==> config.mk <==
export PLATFORM = sky130hd
export DESIGN_NAME = text_console_cursor
export DESIGN_NICKNAME = d
export VERILOG_FILES = /design/src/design/tcc_pkg.sv /design/src/design/text_console_cursor.sv
export VERILOG_INCLUDE_DIRS = /design/src /design/src/design
export SDC_FILE = /design/constraint.sdc
export NUM_CORES = 1
export LEC_CHECK = 0
export BUFFER_PORTS_ARGS = -buffer_cell sky130_fd_sc_hd__buf_4
export CAP_MARGIN = 20
export CORE_UTILIZATION = 40
export DETAILED_ROUTE_END_ITERATION = 8
export SLEW_MARGIN = 10
export SYNTH_ARGS = -nofsm -noshare
export SYNTH_HDL_FRONTEND = slang
export SYNTH_SLANG_ARGS = --single-unit
==> constraint.sdc <==
create_clock -name clk -period 3.3 [get_ports clk]
set_input_delay 0.495 -clock clk [delete_from_list [all_inputs] [get_ports clk]]
set_output_delay 0.495 -clock clk [all_outputs]
set_load 0.05 [all_outputs]
==> src/design/text_console_cursor_macros.svh <==
// assertion helpers for the text console cursor
`ifndef TEXT_CONSOLE_CURSOR_MACROS_SVH
`define TEXT_CONSOLE_CURSOR_MACROS_SVH

// same-cycle implication, checked out of reset
`define TCC_ASSERT_IMP(label, clk, rst_n, ante, cons, msg) \
	label: assert property (@(posedge clk) disable iff (!rst_n) (ante) |-> (cons)) \
		else $error(msg);

// next-cycle implication, checked out of reset
`define TCC_ASSERT_NEXT(label, clk, rst_n, ante, cons, msg) \
	label: assert property (@(posedge clk) disable iff (!rst_n) (ante) |=> (cons)) \
		else $error(msg);

`endif

==> src/design/tcc_pkg.sv <==
package tcc_pkg;

	// fixed field widths of the ports
	localparam int CHAR_W = 8;
	localparam int ROW_FW = 6;
	localparam int COL_FW = 7;
	// staging width for resizing cursor values to field widths
	localparam int EXT_W  = 9;

	// default grid size
	localparam int ROWS_DEF = 48;
	localparam int COLS_DEF = 128;

	// control codes
	localparam logic [CHAR_W-1:0] CODE_BS    = 8'd8;
	localparam logic [CHAR_W-1:0] CODE_TAB   = 8'd9;
	localparam logic [CHAR_W-1:0] CODE_NL    = 8'd10;
	localparam logic [CHAR_W-1:0] CODE_CR    = 8'd13;
	localparam logic [CHAR_W-1:0] CODE_SPACE = 8'd32;

endpackage

==> src/design/text_console_cursor.sv <==
// Cursor control for a text console of ROWS x COLS cells. Each request carries one character
// byte; each yields one result with an optional cell write (position and byte) and the cursor
// position after the character. Backspace steps back and blanks that cell (no effect at the
// origin), newline goes to column 0 of the next row, carriage return homes the cursor, tab is
// ignored, and any other byte is written at the cursor, which then advances and wraps. Running
// past the last cell raises scroll_req and leaves the cursor at column 0 of the last row; a byte
// written into the last cell comes in the same result as that scroll. The block takes one
// character every cycle unless a stalled result backs up into the input register: an
// input register feeds a single pass of compare and increment logic against the cursor
// registers, whose result lands in the output register together with the cursor update.
// Row and column outputs keep only their low 6 and 7 bits when the grid is larger.
`include "text_console_cursor_macros.svh"

module text_console_cursor
	import tcc_pkg::*;
#(
	parameter int ROWS = ROWS_DEF,
	parameter int COLS = COLS_DEF
) (
	input  logic              clk,
	input  logic              arst_n,
	input  logic              in_valid,
	output logic              in_stall,
	input  logic [CHAR_W-1:0] char_code,
	output logic              out_valid,
	input  logic              out_stall,
	output logic              write_en,
	output logic [ROW_FW-1:0] write_row,
	output logic [COL_FW-1:0] write_col,
	output logic [CHAR_W-1:0] write_char,
	output logic              scroll_req,
	output logic [ROW_FW-1:0] cur_row,
	output logic [COL_FW-1:0] cur_col
);

	localparam int RW = $clog2(ROWS);
	localparam int CW = $clog2(COLS);
	localparam logic [RW:0]   ROWS_X    = (RW+1)'(ROWS);
	localparam logic [CW:0]   COLS_X    = (CW+1)'(COLS);
	localparam logic [RW-1:0] LAST_ROW  = RW'(ROWS - 1);
	localparam logic [CW-1:0] LAST_COL  = CW'(COLS - 1);

	// pipeline and cursor registers
	logic              valid_s1;
	logic [CHAR_W-1:0] char_s1;
	logic              valid_s2;
	logic              wen_s2;
	logic [ROW_FW-1:0] wrow_s2;
	logic [COL_FW-1:0] wcol_s2;
	logic [CHAR_W-1:0] wchar_s2;
	logic              scroll_s2;
	logic [ROW_FW-1:0] crow_s2;
	logic [COL_FW-1:0] ccol_s2;
	logic [RW-1:0]     cursor_row_q;
	logic [CW-1:0]     cursor_col_q;

	// flow control
	logic s2_open;
	logic s1_open;
	logic advance;

	// single pass results
	logic              wen_d;
	logic [RW-1:0]     wrow_d;
	logic [CW-1:0]     wcol_d;
	logic [CHAR_W-1:0] wchar_d;
	logic [RW:0]       row_x;
	logic [CW:0]       col_inc;
	logic [CW-1:0]     col_d;
	logic              scroll_d;
	logic [RW-1:0]     row_d;
	logic [CW-1:0]     ncol_d;
	logic [EXT_W-1:0]  wrow_ext;
	logic [EXT_W-1:0]  wcol_ext;
	logic [EXT_W-1:0]  row_ext;
	logic [EXT_W-1:0]  col_ext;

	// handshake: stage 2 frees up when its result is taken
	assign s2_open  = !valid_s2 || !out_stall;
	assign s1_open  = !valid_s1 || s2_open;
	assign advance  = valid_s1 && s2_open;
	assign in_stall = !s1_open;

	// character decode against the current cursor
	always_comb begin
		wen_d   = 1'b0;
		wrow_d  = '0;
		wcol_d  = '0;
		wchar_d = '0;
		row_x   = {1'b0, cursor_row_q};
		col_d   = cursor_col_q;
		col_inc = {1'b0, cursor_col_q} + (CW+1)'(1);
		case (char_s1)
			CODE_BS: begin
				if (cursor_row_q != '0 || cursor_col_q != '0) begin
					if (cursor_col_q == '0) begin
						row_x = {1'b0, cursor_row_q} - (RW+1)'(1);
						col_d = LAST_COL;
					end else begin
						col_d = cursor_col_q - CW'(1);
					end
					wen_d   = 1'b1;
					wrow_d  = row_x[RW-1:0];
					wcol_d  = col_d;
					wchar_d = CODE_SPACE;
				end
			end
			CODE_NL: begin
				col_d = '0;
				row_x = {1'b0, cursor_row_q} + (RW+1)'(1);
			end
			CODE_CR: begin
				col_d = '0;
				row_x = '0;
			end
			CODE_TAB: begin
				col_d = cursor_col_q;
			end
			default: begin
				wen_d   = 1'b1;
				wrow_d  = cursor_row_q;
				wcol_d  = cursor_col_q;
				wchar_d = char_s1;
				if (col_inc >= COLS_X) begin
					col_d = '0;
					row_x = {1'b0, cursor_row_q} + (RW+1)'(1);
				end else begin
					col_d = col_inc[CW-1:0];
				end
			end
		endcase

		// past the last row: scroll and park at the start of the last row
		scroll_d = (row_x >= ROWS_X);
		row_d    = scroll_d ? LAST_ROW : row_x[RW-1:0];
		ncol_d   = scroll_d ? '0 : col_d;

		// resize to field widths
		wrow_ext = EXT_W'(wrow_d);
		wcol_ext = EXT_W'(wcol_d);
		row_ext  = EXT_W'(row_d);
		col_ext  = EXT_W'(ncol_d);
	end

	// control registers
	always_ff @(posedge clk or negedge arst_n) begin
		if (!arst_n) begin
			valid_s1     <= 1'b0;
			valid_s2     <= 1'b0;
			cursor_row_q <= '0;
			cursor_col_q <= '0;
		end else begin
			if (s1_open) begin
				valid_s1 <= in_valid;
			end
			if (s2_open) begin
				valid_s2 <= valid_s1;
			end
			if (advance) begin
				cursor_row_q <= row_d;
				cursor_col_q <= ncol_d;
			end
		end
	end

	// payload registers
	always_ff @(posedge clk) begin
		if (s1_open && in_valid) begin
			char_s1 <= char_code;
		end
		if (advance) begin
			wen_s2    <= wen_d;
			wrow_s2   <= wrow_ext[ROW_FW-1:0];
			wcol_s2   <= wcol_ext[COL_FW-1:0];
			wchar_s2  <= wchar_d;
			scroll_s2 <= scroll_d;
			crow_s2   <= row_ext[ROW_FW-1:0];
			ccol_s2   <= col_ext[COL_FW-1:0];
		end
	end

	// result port
	assign out_valid  = valid_s2;
	assign write_en   = wen_s2;
	assign write_row  = wrow_s2;
	assign write_col  = wcol_s2;
	assign write_char = wchar_s2;
	assign scroll_req = scroll_s2;
	assign cur_row    = crow_s2;
	assign cur_col    = ccol_s2;

	// checks
	`TCC_ASSERT_IMP(a_cursor_in_grid, clk, arst_n, 1'b1,
		(int'(cursor_row_q) < ROWS) && (int'(cursor_col_q) < COLS), "cursor left the grid")
	`TCC_ASSERT_IMP(a_scroll_parks, clk, arst_n, advance && scroll_d,
		(row_d == LAST_ROW) && (ncol_d == '0), "scroll without parking on last row")
	`TCC_ASSERT_IMP(a_idle_write_clear, clk, arst_n, valid_s2 && !wen_s2,
		(wrow_s2 == '0) && (wcol_s2 == '0) && (wchar_s2 == '0), "write fields set without write")
	`TCC_ASSERT_NEXT(a_stall_holds_cursor, clk, arst_n, valid_s2 && out_stall,
		$stable(cursor_row_q) && $stable(cursor_col_q), "cursor moved while result stalled")

endmodule
### Yosys cells after proc, flatten, opt, wreduce, memory -nomap -nowiden

Index checks and enable logic that the tools add are counted.
Widths: inputs -> output; s select.

| word-level totals | value |
|---|---|
| register bits | 59 |
| input port bits | 12 |
| output and inout bits | 38 |
| logic and storage cells | 54 |

| cells by class | value |
|---|---|
| add/subtract/negate cells | 4 |
| order comparisons | 2 |
| equal/unequal tests | 4 |
| multiplexer cells | 18 |
| reductions and logical operators | 14 |

Operator list:

| operator | count |
|---|---|
| $mux 7 | 8 |
| $eq 8x4->1 const B | 4 |
| $pmux 7 s4 | 1 |
| $pmux 7 s3 | 1 |
| $mux 6 | 3 |
| $pmux 8 s2 | 1 |
| $pmux 7 s2 | 1 |
| $pmux 6 s2 | 1 |
| $add 7x1->8 const B | 1 |
| $ge 8x8->1 const B | 1 |
| $add 6x1->7 const B | 1 |
| $ge 7x6->1 const B | 1 |
| $logic_not 7->1 | 1 |
| $reduce_bool 7->1 | 1 |
| $sub 6x1->7 const B | 1 |
| $sub 7x1->7 const B | 1 |
| $reduce_bool 6->1 | 1 |
| $logic_not 1->1 | 4 |
| $logic_or 1x1->1 | 3 |
| $reduce_or 3->1 | 1 |
| $logic_and 1x1->1 | 2 |
| $pmux 1 s2 | 1 |
| $reduce_or 2->1 | 1 |
| $mux 1 | 1 |

### Logic depth before layout (Yosys ltp)

Gate-level depths: netlist (run 1).

| logic depth | value |
|---|---|
| word-level depth | 6 |
| gate-level depth with buffers | 12 |
| mapped depth without buffers | 10 |

### Least setup slack after synthesis (run 1)

No wires, ideal clock.

| timing | value |
|---|---|
| path type | reg2reg |
| from | register cursor_col_q[0] |
| to | register ccol_s2[5], in the netlist cur_col[5], data pin |
| library setup time | 266 ps |
| data arrival time | 2345 ps |
| data required time | 3034 ps |
| path slack | 690 ps |
| stages on the path, launching flop included | 12 |
| buffers on the path | 1 |
| clock period less this slack | 2610 ps |
| path through | dfrtp_1 inv_1 ha_1 nor3b_4 nand2_1 nor4_2 mux2_2 a22oi_4 a21oi_4 inv_4 buf_6 nor2_1 |

| on the way | value |
|---|---|
| cells in the longest elaborated chain, start to end | 6 |
| elaborated cells between the ends (all ways) | 16 |
| classes of those cells | 2 x add/sub; 2 x order compare; 9 x mux; 3 x reduce/logical |

Ends and longest elaborated chain:

| item | RTL line | source |
|---|---|---|
| from (decl) | text_console_cursor.sv:55 | `logic [CW-1:0] cursor_col_q;` |
| from (signal assigned) | text_console_cursor.sv:161 | `cursor_col_q <= ncol_d;` |
| $add 7x1->8, or another cell as far along | text_console_cursor.sv:92 | `col_inc = {1'b0, cursor_col_q} + (CW+1)'(1);` |
| $ge 8x8->1, or another cell as far along | text_console_cursor.sv:124 | `if (col_inc >= COLS_X) begin` |
| $mux 7, on equally long branches | text_console_cursor.sv:124, text_console_cursor.sv:95 |  |
| $pmux 7 s4 (*) | text_console_cursor.sv:93 | `case (char_s1)` |
| $ge 7x6->1 (*) | text_console_cursor.sv:134 | `scroll_d = (row_x >= ROWS_X);` |
| named net scroll_d | text_console_cursor.sv:70 | `logic scroll_d;` |
| $mux 7 (*) | text_console_cursor.sv:136 | `ncol_d = scroll_d ? '0 : col_d;` |
| named net ncol_d[5] | text_console_cursor.sv:72 | `logic [CW-1:0] ncol_d;` |
| to (signal assigned) | text_console_cursor.sv:178 | `ccol_s2 <= col_ext[COL_FW-1:0];` |
| to (decl) | text_console_cursor.sv:53 | `logic [COL_FW-1:0] ccol_s2;` |

The timed path passes the listed nets; every way through them passes the cells marked *.
A chain may end at the register's enable or synchronous reset.

### Final worst setup path (run 1)

| timing | value |
|---|---|
| from | register cursor_col_q[0] |
| to | register ccol_s2[5], in the netlist cur_col[5], data pin |

| on the way | value |
|---|---|
| cells in the longest elaborated chain, start to end | 6 |
| elaborated cells between the ends (all ways) | 16 |
| classes of those cells | 2 x add/sub; 2 x order compare; 9 x mux; 3 x reduce/logical |

Ends and longest elaborated chain:

| item | RTL line |
|---|---|
| $add 7x1->8, or another cell as far along | text_console_cursor.sv:92 |
| $ge 8x8->1, or another cell as far along | text_console_cursor.sv:124 |
| $mux 7, on equally long branches | text_console_cursor.sv:124, text_console_cursor.sv:95 |
| $pmux 7 s4 | text_console_cursor.sv:93 |
| $ge 7x6->1 | text_console_cursor.sv:134 |
| $mux 7 (*) | text_console_cursor.sv:136 |
| named net ncol_d[5] | text_console_cursor.sv:72 |

Marks and branches as above.

==> flow_metrics.env, run 1 <==
export IMPL_synthCells=305
export IMPL_hp_class="in2reg"
export IMPL_setup_viol=0
export IMPL_core_um2=7767
export IMPL_clk_pin_slew_ns=0.07
export IMPL_finalHoldViolCount=0
export IMPL_design_area_um2=3815
export IMPL_startpoint="cursor_col_q[0]"
export IMPL_run_status="finished, final reports clean"
export IMPL_fin_nets=368
export IMPL_htree_levels=3
export IMPL_gp_congestion=0.8803
export IMPL_clock_root_buffer="clkbuf_8"
export IMPL_grt_pass1_vias=2248
export IMPL_diodes=0
export IMPL_initialDrtViolationCount=184
export IMPL_max_slew_margin_pct=60.23
export IMPL_cts_tree="done"
export IMPL_setup_ws_ns=0.2962
export IMPL_p_int_mw=1.707
export IMPL_ff2ff_setup_slack_ns=0.30
export IMPL_rows=32
export IMPL_power_switching_mw=1.206
export IMPL_vias=2500
export IMPL_synth_cell_types=61
export IMPL_fillers=757
export IMPL_grt_first_pass_wirelength_um=11670
export IMPL_drt_first_pass_iters=5
export IMPL_synth_edff_count=44
export IMPL_ys_flop_type="edfxtp_1"
export IMPL_worstReg2RegEnd="cur_col[5]"
export IMPL_post_route_min_period_ns=3.004
export IMPL_syn_nets=321
export IMPL_crit_path_max_fanout=14
export IMPL_start_util_pct=41.74
export IMPL_cp_arrival_ns=3.09
export IMPL_synth_largest_area_cell="edfxtp_1"
export IMPL_die_h_um=92.03
export IMPL_endpoint_kind="flop"
export IMPL_fin_skew_ns=0.009768
export IMPL_timing_rr_start="cursor_col_q[0]"
export IMPL_grtUsageTotal_pct=18.33
export IMPL_whs_ns=0.3222
export IMPL_async_reset_ff_share_pct=25.42
export IMPL_dieArea_um2=8469
export IMPL_synth_top_cell_area_share_pct=40.76
export IMPL_tightest_slew_ns=0.5915
export IMPL_reg2reg_depth=10
export IMPL_ant_nets=0
export IMPL_clk_insertion_delay_late_ns=0.35
export IMPL_cp_start_kind="flop"
export IMPL_min_period_over_period_pct=91.02
export IMPL_seq_power_share_pct=40.1
export IMPL_syn_to_final_growth_pct=17.68
export IMPL_max_cap_violations=0
export IMPL_synth_warning_count=0
export IMPL_clockBufferDepth=2
export IMPL_drive_above_1_share_pct=29.13
export IMPL_power_density_nw_per_um2=763.5
export IMPL_pre_cts_slack_ns=0.3636
export IMPL_wl_per_cell_um=15.80
export IMPL_drt_wl_total_um=7252
export IMPL_ys_ff_latch=59
export IMPL_antenna_found_initial=0
export IMPL_cts_repair_timing_setup_buffer_count=0
export IMPL_cts_sinks=59
export IMPL_overflow=0
export IMPL_fmax_ghz=0.3329
export IMPL_dp_hpwl_um=5277
export IMPL_rsz0062_at_grt="no"
export IMPL_swShare_pct=41.39
export IMPL_cp_endpoint="cur_col[5]"
export IMPL_ir_drop_uv=264.8
export IMPL_drt_vias_per_instance=5.447
export IMPL_drv_slew=0
export IMPL_portBuffers=49
export IMPL_drc=0
export IMPL_ys_top_cells_by_area="edfxtp_1 (41%), dfrtp_1 (12%), nand2_1 (5.6%), o21ai_0 (3.4%), nor2_1 (3.0%)"
export IMPL_fp_dieW_um=92.03
export IMPL_pwr_share_comb_pct=39.5
export IMPL_cts_buffers=9
export IMPL_p_leak_nw=1.481
export IMPL_required_ns=3.38
export IMPL_syn_area_per_cell_um2=10.63
export IMPL_placed_area_um2=3625
export IMPL_fin_setup_tns_ns=0
export IMPL_grt_max_degree=24
export IMPL_netlist_area_um2=3242
export IMPL_io_pins=50
export IMPL_path_class="reg2reg"
export IMPL_p_clk_share_pct=20.4
export IMPL_yosysSeqAreaShare_pct=52.34
flip-flops by register name (all words and copies together) (netlist names):
signal	cells
scroll_req	1
cur_col	7
cursor_col_q	7
char_s1	8
cur_row	6
valid_s1	1
write_row	6
cursor_row_q	6
write_en	1
out_valid	1
write_col	7
write_char	8
what timing repair did:
action,in CTS,in global routing
endpoints found under the hold margin,15,0
gates resized for setup,0,0
hold buffers,1,0
cell usage after synthesis, drive strengths merged (2+ instances only):
library cell,instances
and4,2
a211oi,2
nor2,26
nor4,4
a21oi,12
and3,6
buf,6
nand2b,6
inv,12
or3,3
nand4,4
a221oi,4
nor3b,3
dfrtp,15
clkbuf,15
a21o,3
ha,4
nor3,6
o21ai,22
nand3,7
a31o,4
edfxtp,44
and2,9
o22ai,2
a31oi,9
nand2,48
dlygate4sd3,2
xnor2,3
o31ai,9
metal layers:
metal  wire, um  share of wire, %  vias up  track usage, %
met2       3154                43       92           26.31
met4        152               2.1        0           8.333
met1       3437                47     1185           25.72
li1           -                 -     1210               -
met3        508               7.0       13           4.975
met5          0                 0        -               0
worst min path at each step:
stage	startpoint	to	slack (ns)	depth (start not counted)
after global placement	arst_n	cursor_col_q[3]	0.37	1
after global routing	char_code[0]	char_s1[0]	0.30	1
after detailed placement	arst_n	cursor_col_q[2]	0.37	1
final	char_code[7]	char_s1[7]	0.32	1
after CTS	char_code[7]	char_s1[7]	0.31	1
after floorplan	arst_n	cursor_col_q[0]	0.20	0
cell type report:
cell class | instances | area (um^2) | area share, %
clock buffer | 12 | 156.4 | 4.100
sequential | 59 | 1697 | 44.47
inverter | 12 | 47.55 | 1.246
clock inverter | 4 | 23.77 | 0.6232
multi-input combinational | 211 | 1318 | 34.54
tap | 102 | 127.6 | 3.345
timing repair buffer | 59 | 445.4 | 11.68
stage by stage:
step	utilization, %	std cells	power [mW]
floorplan	-	305	2.050
global placement	46.67	442	2.305
detailed placement	46.67	442	2.318
CTS	49.11	459	2.923
global route	49.11	459	3.080
finish	49.11	459	2.913
power groups by stage:
stage          logic (mW)  clock network [mW]  registers [mW]
3_5_place_dp         1.14                   0            1.18
3_3_place_gp         1.13                   0            1.18
4_1_cts              1.15               0.610            1.17
6_report             1.15               0.593            1.17
5_1_grt              1.25               0.643            1.19
2_1_floorplan       0.685                   0            1.37
cell usage in the layout, fill, tap and decap left out, types with 3 or more instances in the layout:
cell type / count
and3_1: 4
a21oi_1: 11
dfrtp_1: 15
a221oi_1: 4
nand2_1: 48
and2_2: 3
buf_4: 58
xnor2_1: 3
nor2_1: 26
o21ai_0: 22
inv_1: 11
a31o_2: 4
nand3_1: 7
nor4_1: 3
nor3_1: 5
nand2b_1: 6
and2_1: 5
clkbuf_8: 9
o31ai_1: 7
clkinv_2: 3
ha_1: 4
a31oi_1: 9
edfxtp_1: 44
kinds of logic (layout without fill, tap and decap cells):
group,count (synthesis),in the layout,share of synthesized area [%]
AOI/OAI and AO/OA,75,75,16.52
xor gates and xnor gates,3,3,0.8106
adders and majority gates,4,4,1.544
buffers and inverters,35,87,7.024
DFF,59,59,52.34
muxes,1,1,0.3473
and+or+nand+nor,128,128,21.42
critical path, stage by stage, from the launching register on:
cell and delay [ns]:
dfrtp_1 0.46, inv_1 0.14, ha_1 0.23, nor3b_4 0.29
and2_1 0.40, nand2_1 0.14, or3_2 0.52, nand4_2 0.18
a21oi_4 0.13, inv_4 0.18, nor2_1 0.07
No activity file was read; power rests on OpenSTA's default activity.
==> run 2: changes to the inputs <==
- ABC_AREA: not set -> 1
- PLACE_DENSITY: not set -> 0.68
- REMOVE_ABC_BUFFERS: not set -> 1
==> flow_metrics.env, run 2 <==
export IMPL_synthCells=392
export IMPL_clk_pin_slew_ns=0.08
export IMPL_ys_ff_latch=59
export IMPL_run_status="finished, final reports clean"
export IMPL_die_h_um=95.39
export IMPL_ff2ff_setup_slack_ns=0.82
export IMPL_cts_sinks=59
export IMPL_diodes=0
export IMPL_core_um2=8341
export IMPL_cp_endpoint="cur_row[4]"
export IMPL_endpoint_kind="flop"
export IMPL_clk_insertion_delay_late_ns=0.34
export IMPL_met1_length_um=3341
export IMPL_grt_max_degree=52
export IMPL_crit_path_max_fanout=26
export IMPL_grtUsageTotal_pct=18.71
export IMPL_cp_arrival_ns=2.67
export IMPL_drv_slew=0
export IMPL_fp_dieW_um=95.39
export IMPL_cts_tree="done"
export IMPL_cts_buffers=9
export IMPL_finalHoldViolCount=0
export IMPL_path_class="reg2reg"
export IMPL_syn_area_per_cell_um2=8.899
export IMPL_vias=2803
export IMPL_fin_nets=452
export IMPL_grt_first_pass_wirelength_um=12690
export IMPL_max_cap_violations=0
export IMPL_synth_largest_area_cell="edfxtp_1"
export IMPL_htree_levels=3
export IMPL_setup_viol=0
export IMPL_final_cells=546
export IMPL_dr_wl_met3_um=471
export IMPL_synth_cell_types=39
export IMPL_fin_setup_tns_ns=0
export IMPL_io_pins=50
export IMPL_min_period_over_period_pct=75.07
export IMPL_dieArea_um2=9098
export IMPL_dp_cells=530
export IMPL_required_ns=3.49
export IMPL_yosysSeqAreaShare_pct=48.64
export IMPL_fin_skew_ns=0.01013
export IMPL_fmax_ghz=0.4037
export IMPL_ant_nets=0
export IMPL_async_reset_ff_share_pct=25.42
export IMPL_gp_congestion=0.8731
export IMPL_drt_first_pass_iters=5
export IMPL_hold_buffers=0
export IMPL_timing_rr_start="char_s1[5]"
export IMPL_portBuffers=49
export IMPL_p_leak_nw=1.873
export IMPL_wl_per_cell_um=14.34
export IMPL_ys_top_cells_by_area="edfxtp_1 (38%), nand2_1 (12%), dfrtp_1 (11%), nand3_1 (3.9%), nor2_1 (3.3%)"
export IMPL_grt_pass1_vias=2668
export IMPL_synth_commonest_cells="nand2_1 (115), edfxtp_1 (44), nor2_1 (31), inv_1 (30), nand3_1 (27)"
export IMPL_dp_hpwl_um=5389
export IMPL_cts_resized=0
export IMPL_rows=33
export IMPL_fin_util_pct=48.99
export IMPL_power_density_nw_per_um2=821.1
export IMPL_ir_drop_uv=321.3
export IMPL_initialDrtViolationCount=163
export IMPL_startpoint="char_s1[5]"
export IMPL_cts_repair_timing_setup_buffer_count=0
export IMPL_fillers=806
export IMPL_tightest_slew_ns=0.6305
export IMPL_highest_layer="met4"
export IMPL_multi_input_area_um2=1510
export IMPL_antenna_found_initial=0
export IMPL_drt_wl_total_um=7828
export IMPL_drc=0
export IMPL_placed_area_um2=3861
export IMPL_netlist_area_um2=3488
export IMPL_synth_warning_count=0
export IMPL_drt_vias_per_instance=5.134
export IMPL_design_area_um2=4086
export IMPL_clock_root_buffer="clkbuf_8"
export IMPL_routed_wl_met2_um=3865
export IMPL_start_util_pct=41.82
export IMPL_post_route_min_period_ns=2.477
export IMPL_synth_top_cell_area_share_pct=37.88
export IMPL_yosysMostFrequentCell="nand2_1"
export IMPL_worstReg2RegEnd="cur_row[4]"
export IMPL_syn_to_final_growth_pct=17.14
export IMPL_drive_above_1_share_pct=27.66
export IMPL_ys_flop_type="edfxtp_1"
export IMPL_max_slew_margin_pct=57.97
export IMPL_whs_ns=0.005705
export IMPL_hp_class="in2async"
export IMPL_rsz0062_at_grt="no"
export IMPL_seqCellArea_um2=1697
export IMPL_clockBufferDepth=2
export IMPL_overflow=0
export IMPL_mostFrequentLayoutCells="nand2_1 (115), buf_4 (50), edfxtp_1 (44), nor2_1 (31), inv_1 (29)"
export IMPL_synth_edff_count=44
export IMPL_reg2reg_depth=11
export IMPL_cp_start_kind="flop"
export IMPL_mostFrequentLayoutCell="nand2_1"
run 2: changes by cell type after synthesis, sizes merged, moves of 9 or more:
cell / change
o31ai: -9
clkbuf: -11
nand2: +84
nor2: +19
nand3: +29
inv: +26
run 2: area by class of cell:
type	count	share of cell area, %
Multi-Input combinational cell	277	36.96
Tap cell	105	3.215
Inverter	39	3.613
Sequential cell	59	41.52
Clock buffer	9	3.031
Timing Repair Buffer	50	9.186
Clock inverter	7	2.480
run 2: cell families (layout without fill, tap and decap cells):
kind of cell | count (synthesis) | count (layout) | synth area share (%)
compound gates | 40 | 40 | 6.815
buf+inv | 56 | 105 | 8.070
xor+xnor | 4 | 4 | 1.004
simple gates | 229 | 229 | 34.04
fa+ha+maj | 4 | 4 | 1.435
flops | 59 | 59 | 48.64
run 2: how the worst min path moves through the flow:
stage                     cells after the start  startpoint              end
final                                         1      arst_n  cursor_row_q[5]
after global routing                          1      arst_n  cursor_row_q[5]
after CTS                                     1      arst_n  cursor_row_q[5]
after detailed placement                      1      arst_n  cursor_row_q[5]
after global placement                        1      arst_n  cursor_row_q[2]
after floorplan                               0      arst_n  cursor_col_q[0]
run 2: routing by layer:
metal	GRT usage [%]	up-vias
li1	-	1381
met1	22.84	1312
met2	30.89	97
met3	4.864	13
met4	8.582	0
met5	0	-
run 2: power breakdown:
| group | internal (mW) | switching [mW] | leakage [nW] |
|---|---|---|---|
| combinational | 0.448 | 0.986 | 1.15 |
| sequential | 1.01 | 0.172 | 0.619 |
| clock | 0.430 | 0.313 | 0.106 |
run 2: critical path, stage by stage, from the launching register on:
cell and delay (ns):
edfxtp_1 0.43, nor2_1 0.11, nand2_1 0.11, inv_2 0.12, nand2_2 0.11, nand2_2 0.13
nor2_8 0.07, inv_2 0.35, o21ai_2 0.10, nand2_2 0.38, nand2_1 0.21, a31oi_1 0.20
run 2: stage by stage:
step	power, mW	worst slack [ns]
after floorplan	2.265	0.9823
after global routing	3.574	0.6072
after global placement	2.608	0.9463
after CTS	3.369	0.8488
after detailed placement	2.620	0.9121
final	3.355	0.8227
==> run 3: changes to the inputs <==
- clock period: 3.3 -> 2.5 ns (I/O delays scaled with it)
==> flow_metrics.env, run 3 (same netlist as run 2, synthesis figures left out) <==
export IMPL_run_status="finished, final reports clean"
export IMPL_rows=33
export IMPL_min_period_over_period_pct=92.66
export IMPL_power_density_nw_per_um2=1049
export IMPL_ir_drop_uv=569.6
export IMPL_p_int_mw=2.414
export IMPL_gp_congestion=0.9189
export IMPL_drv_slew=0
export IMPL_vias=2846
export IMPL_fin_skew_ns=0.01122
export IMPL_cts_buffers=9
export IMPL_seq_power_share_pct=35.6
export IMPL_fmax_ghz=0.4317
export IMPL_grtUsageTotal_pct=18.41
export IMPL_cp_slowest_cell="dfrtp_1"
export IMPL_drc=0
export IMPL_setup_viol=0
export IMPL_mostFrequentLayoutCells="nand2_1 (115), buf_4 (57), edfxtp_1 (44), nor2_1 (31), inv_1 (29)"
export IMPL_portBuffers=49
export IMPL_grt_first_pass_wirelength_um=12320
export IMPL_finalHoldViolCount=0
export IMPL_clock_root_buffer="clkbuf_8"
export IMPL_start_util_pct=41.82
export IMPL_swShare_pct=44.47
export IMPL_dp_hpwl_um=5499
export IMPL_core_um2=8341
export IMPL_slowest_delay_ns=0.43
export IMPL_wl_per_cell_um=13.70
export IMPL_tightest_slew_ns=0.4805
export IMPL_max_cap_violations=0
export IMPL_mostFrequentLayoutCell="nand2_1"
export IMPL_drt_vias_per_instance=5.128
export IMPL_cp_arrival_ns=2.41
export IMPL_diodes=0
export IMPL_io_pins=50
export IMPL_clk_insertion_delay_late_ns=0.36
export IMPL_die_h_um=95.39
export IMPL_hp_class="in2reg"
export IMPL_htree_levels=3
export IMPL_pwr_share_comb_pct=44.4
export IMPL_fp_dieW_um=95.39
export IMPL_crit_path_cell_trace="inv_1, ha_1, inv_1, nor2_4, nand3_4, nor2_8, nor2_8, nand3_2, nand2_1, nand3_4, nand2_8, a21oi_2"
export IMPL_post_route_min_period_ns=2.317
export IMPL_cts_resized=0
export IMPL_overflow=0
export IMPL_fin_nets=461
export IMPL_initialDrtViolationCount=169
export IMPL_endpoint_kind="flop"
export IMPL_required_ns=2.60
export IMPL_max_slew_margin_pct=67.86
export IMPL_drt_first_pass_iters=4
export IMPL_drt_wl_total_um=7603
export IMPL_crit_path_max_fanout=15
export IMPL_fin_setup_tns_ns=0
export IMPL_cp_start_kind="flop"
export IMPL_clk_pin_slew_ns=0.07
export IMPL_p_clk_share_pct=20.0
export IMPL_dieArea_um2=9098
export IMPL_grt_pass1_vias=2609
export IMPL_ant_nets=0
export IMPL_p_leak_nw=1.904
export IMPL_antenna_found_initial=0
export IMPL_syn_to_final_growth_pct=18.83
export IMPL_cts_sinks=59
export IMPL_drive_above_1_share_pct=28.89
export IMPL_whs_ns=0.1913
export IMPL_grt_max_degree=34
export IMPL_power_switching_mw=1.933
export IMPL_fin_util_pct=49.70
export IMPL_clockBufferDepth=2
export IMPL_cts_tree="done"
export IMPL_path_class="reg2reg"
export IMPL_fillers=781
## run 3: cell count changes in the layout (fill, tap and decap cells not counted)
cell | before | now
clkinv_4 | 2 | 1
bufinv_16 | 2 | 1
clkinvlp_4 | 2 | 4
buf_4 | 50 | 57
buf_12 | 0 | 1
dlygate4sd3_1 | 0 | 1
## run 3: path summary, 6_finish.rpt
path | startpoint | end | slack (ns) | depth (start not counted)
worst min-delay path | char_code[6] | char_s1[6] | 0.19 | 1
max in group asynchronous | arst_n | cursor_col_q[6] | 1.87 | 2
min in group asynchronous | arst_n | cursor_col_q[0] | 0.42 | 2
worst min register to register | char_s1[7] | write_char[7] | 0.45 | 0
worst max register to register | cursor_col_q[0] | cur_col[3] | 0.18 | 12
worst max-delay path | cursor_col_q[0] | cur_col[3] | 0.18 | 12
## run 3: routing by layer
metal	wire, um	share of wire [%]	track usage, %	vias to the layer above
li1	-	-	-	1400
met1	3097	41	22.48	1297
met2	3652	48	28.63	120
met3	536	7.0	5.024	29
met4	317	4.2	11.82	0
met5	0	0	0	-
## run 3: area by class of cell
cell class                      instances  area [um^2]  share of cell area [%]
Clock inverter                          7        77.57                   1.871
Clock buffer                            9        123.9                   2.988
Inverter                               39        147.6                   3.562
Tap cell                              105        131.4                   3.169
Sequential cell                        59         1697                   40.93
Timing Repair Buffer                   59        457.9                   11.05
Multi-Input combinational cell        277         1510                   36.43
## run 3: power by group through the flow
| stage | Sequential (mW) | Clock [mW] | Combinational (mW) |
|---|---|---|---|
| 2_1_floorplan | 1.93 | 0 | 1.06 |
| 3_3_place_gp | 1.56 | 0 | 1.88 |
| 3_5_place_dp | 1.56 | 0 | 1.91 |
| 4_1_cts | 1.55 | 0.893 | 1.92 |
| 5_1_grt | 1.57 | 0.937 | 2.13 |
| 6_report | 1.55 | 0.870 | 1.93 |
## run 3: metrics by stage
| stage | power (mW) | area [um^2] | std cells | worst slack, ns |
|---|---|---|---|---|
| floorplan | 2.990 | 3354 | 375 | 0.1823 |
| global placement | 3.435 | 3906 | 536 | 0.2859 |
| detailed placement | 3.475 | 3906 | 536 | 0.1824 |
| CTS | 4.357 | 4118 | 553 | 0.1737 |
| global route | 4.639 | 4145 | 555 | -0.007498 |
| finish | 4.347 | 4145 | 555 | 0.1834 |
## run 3: critical path, delay by kind of cell, from the launching register on
family	cells	cell delay (ns)
simple gates	8	1.14
flops	1	0.43
buf+inv	2	0.22
fa+ha+maj	1	0.21
compound gates	1	0.05
## run 3: repair_timing
action	CTS	global route
setup endpoints to repair	0	11
endpoints found under the hold margin	15	0
buffers inserted	0	2
hold buffers	1	0
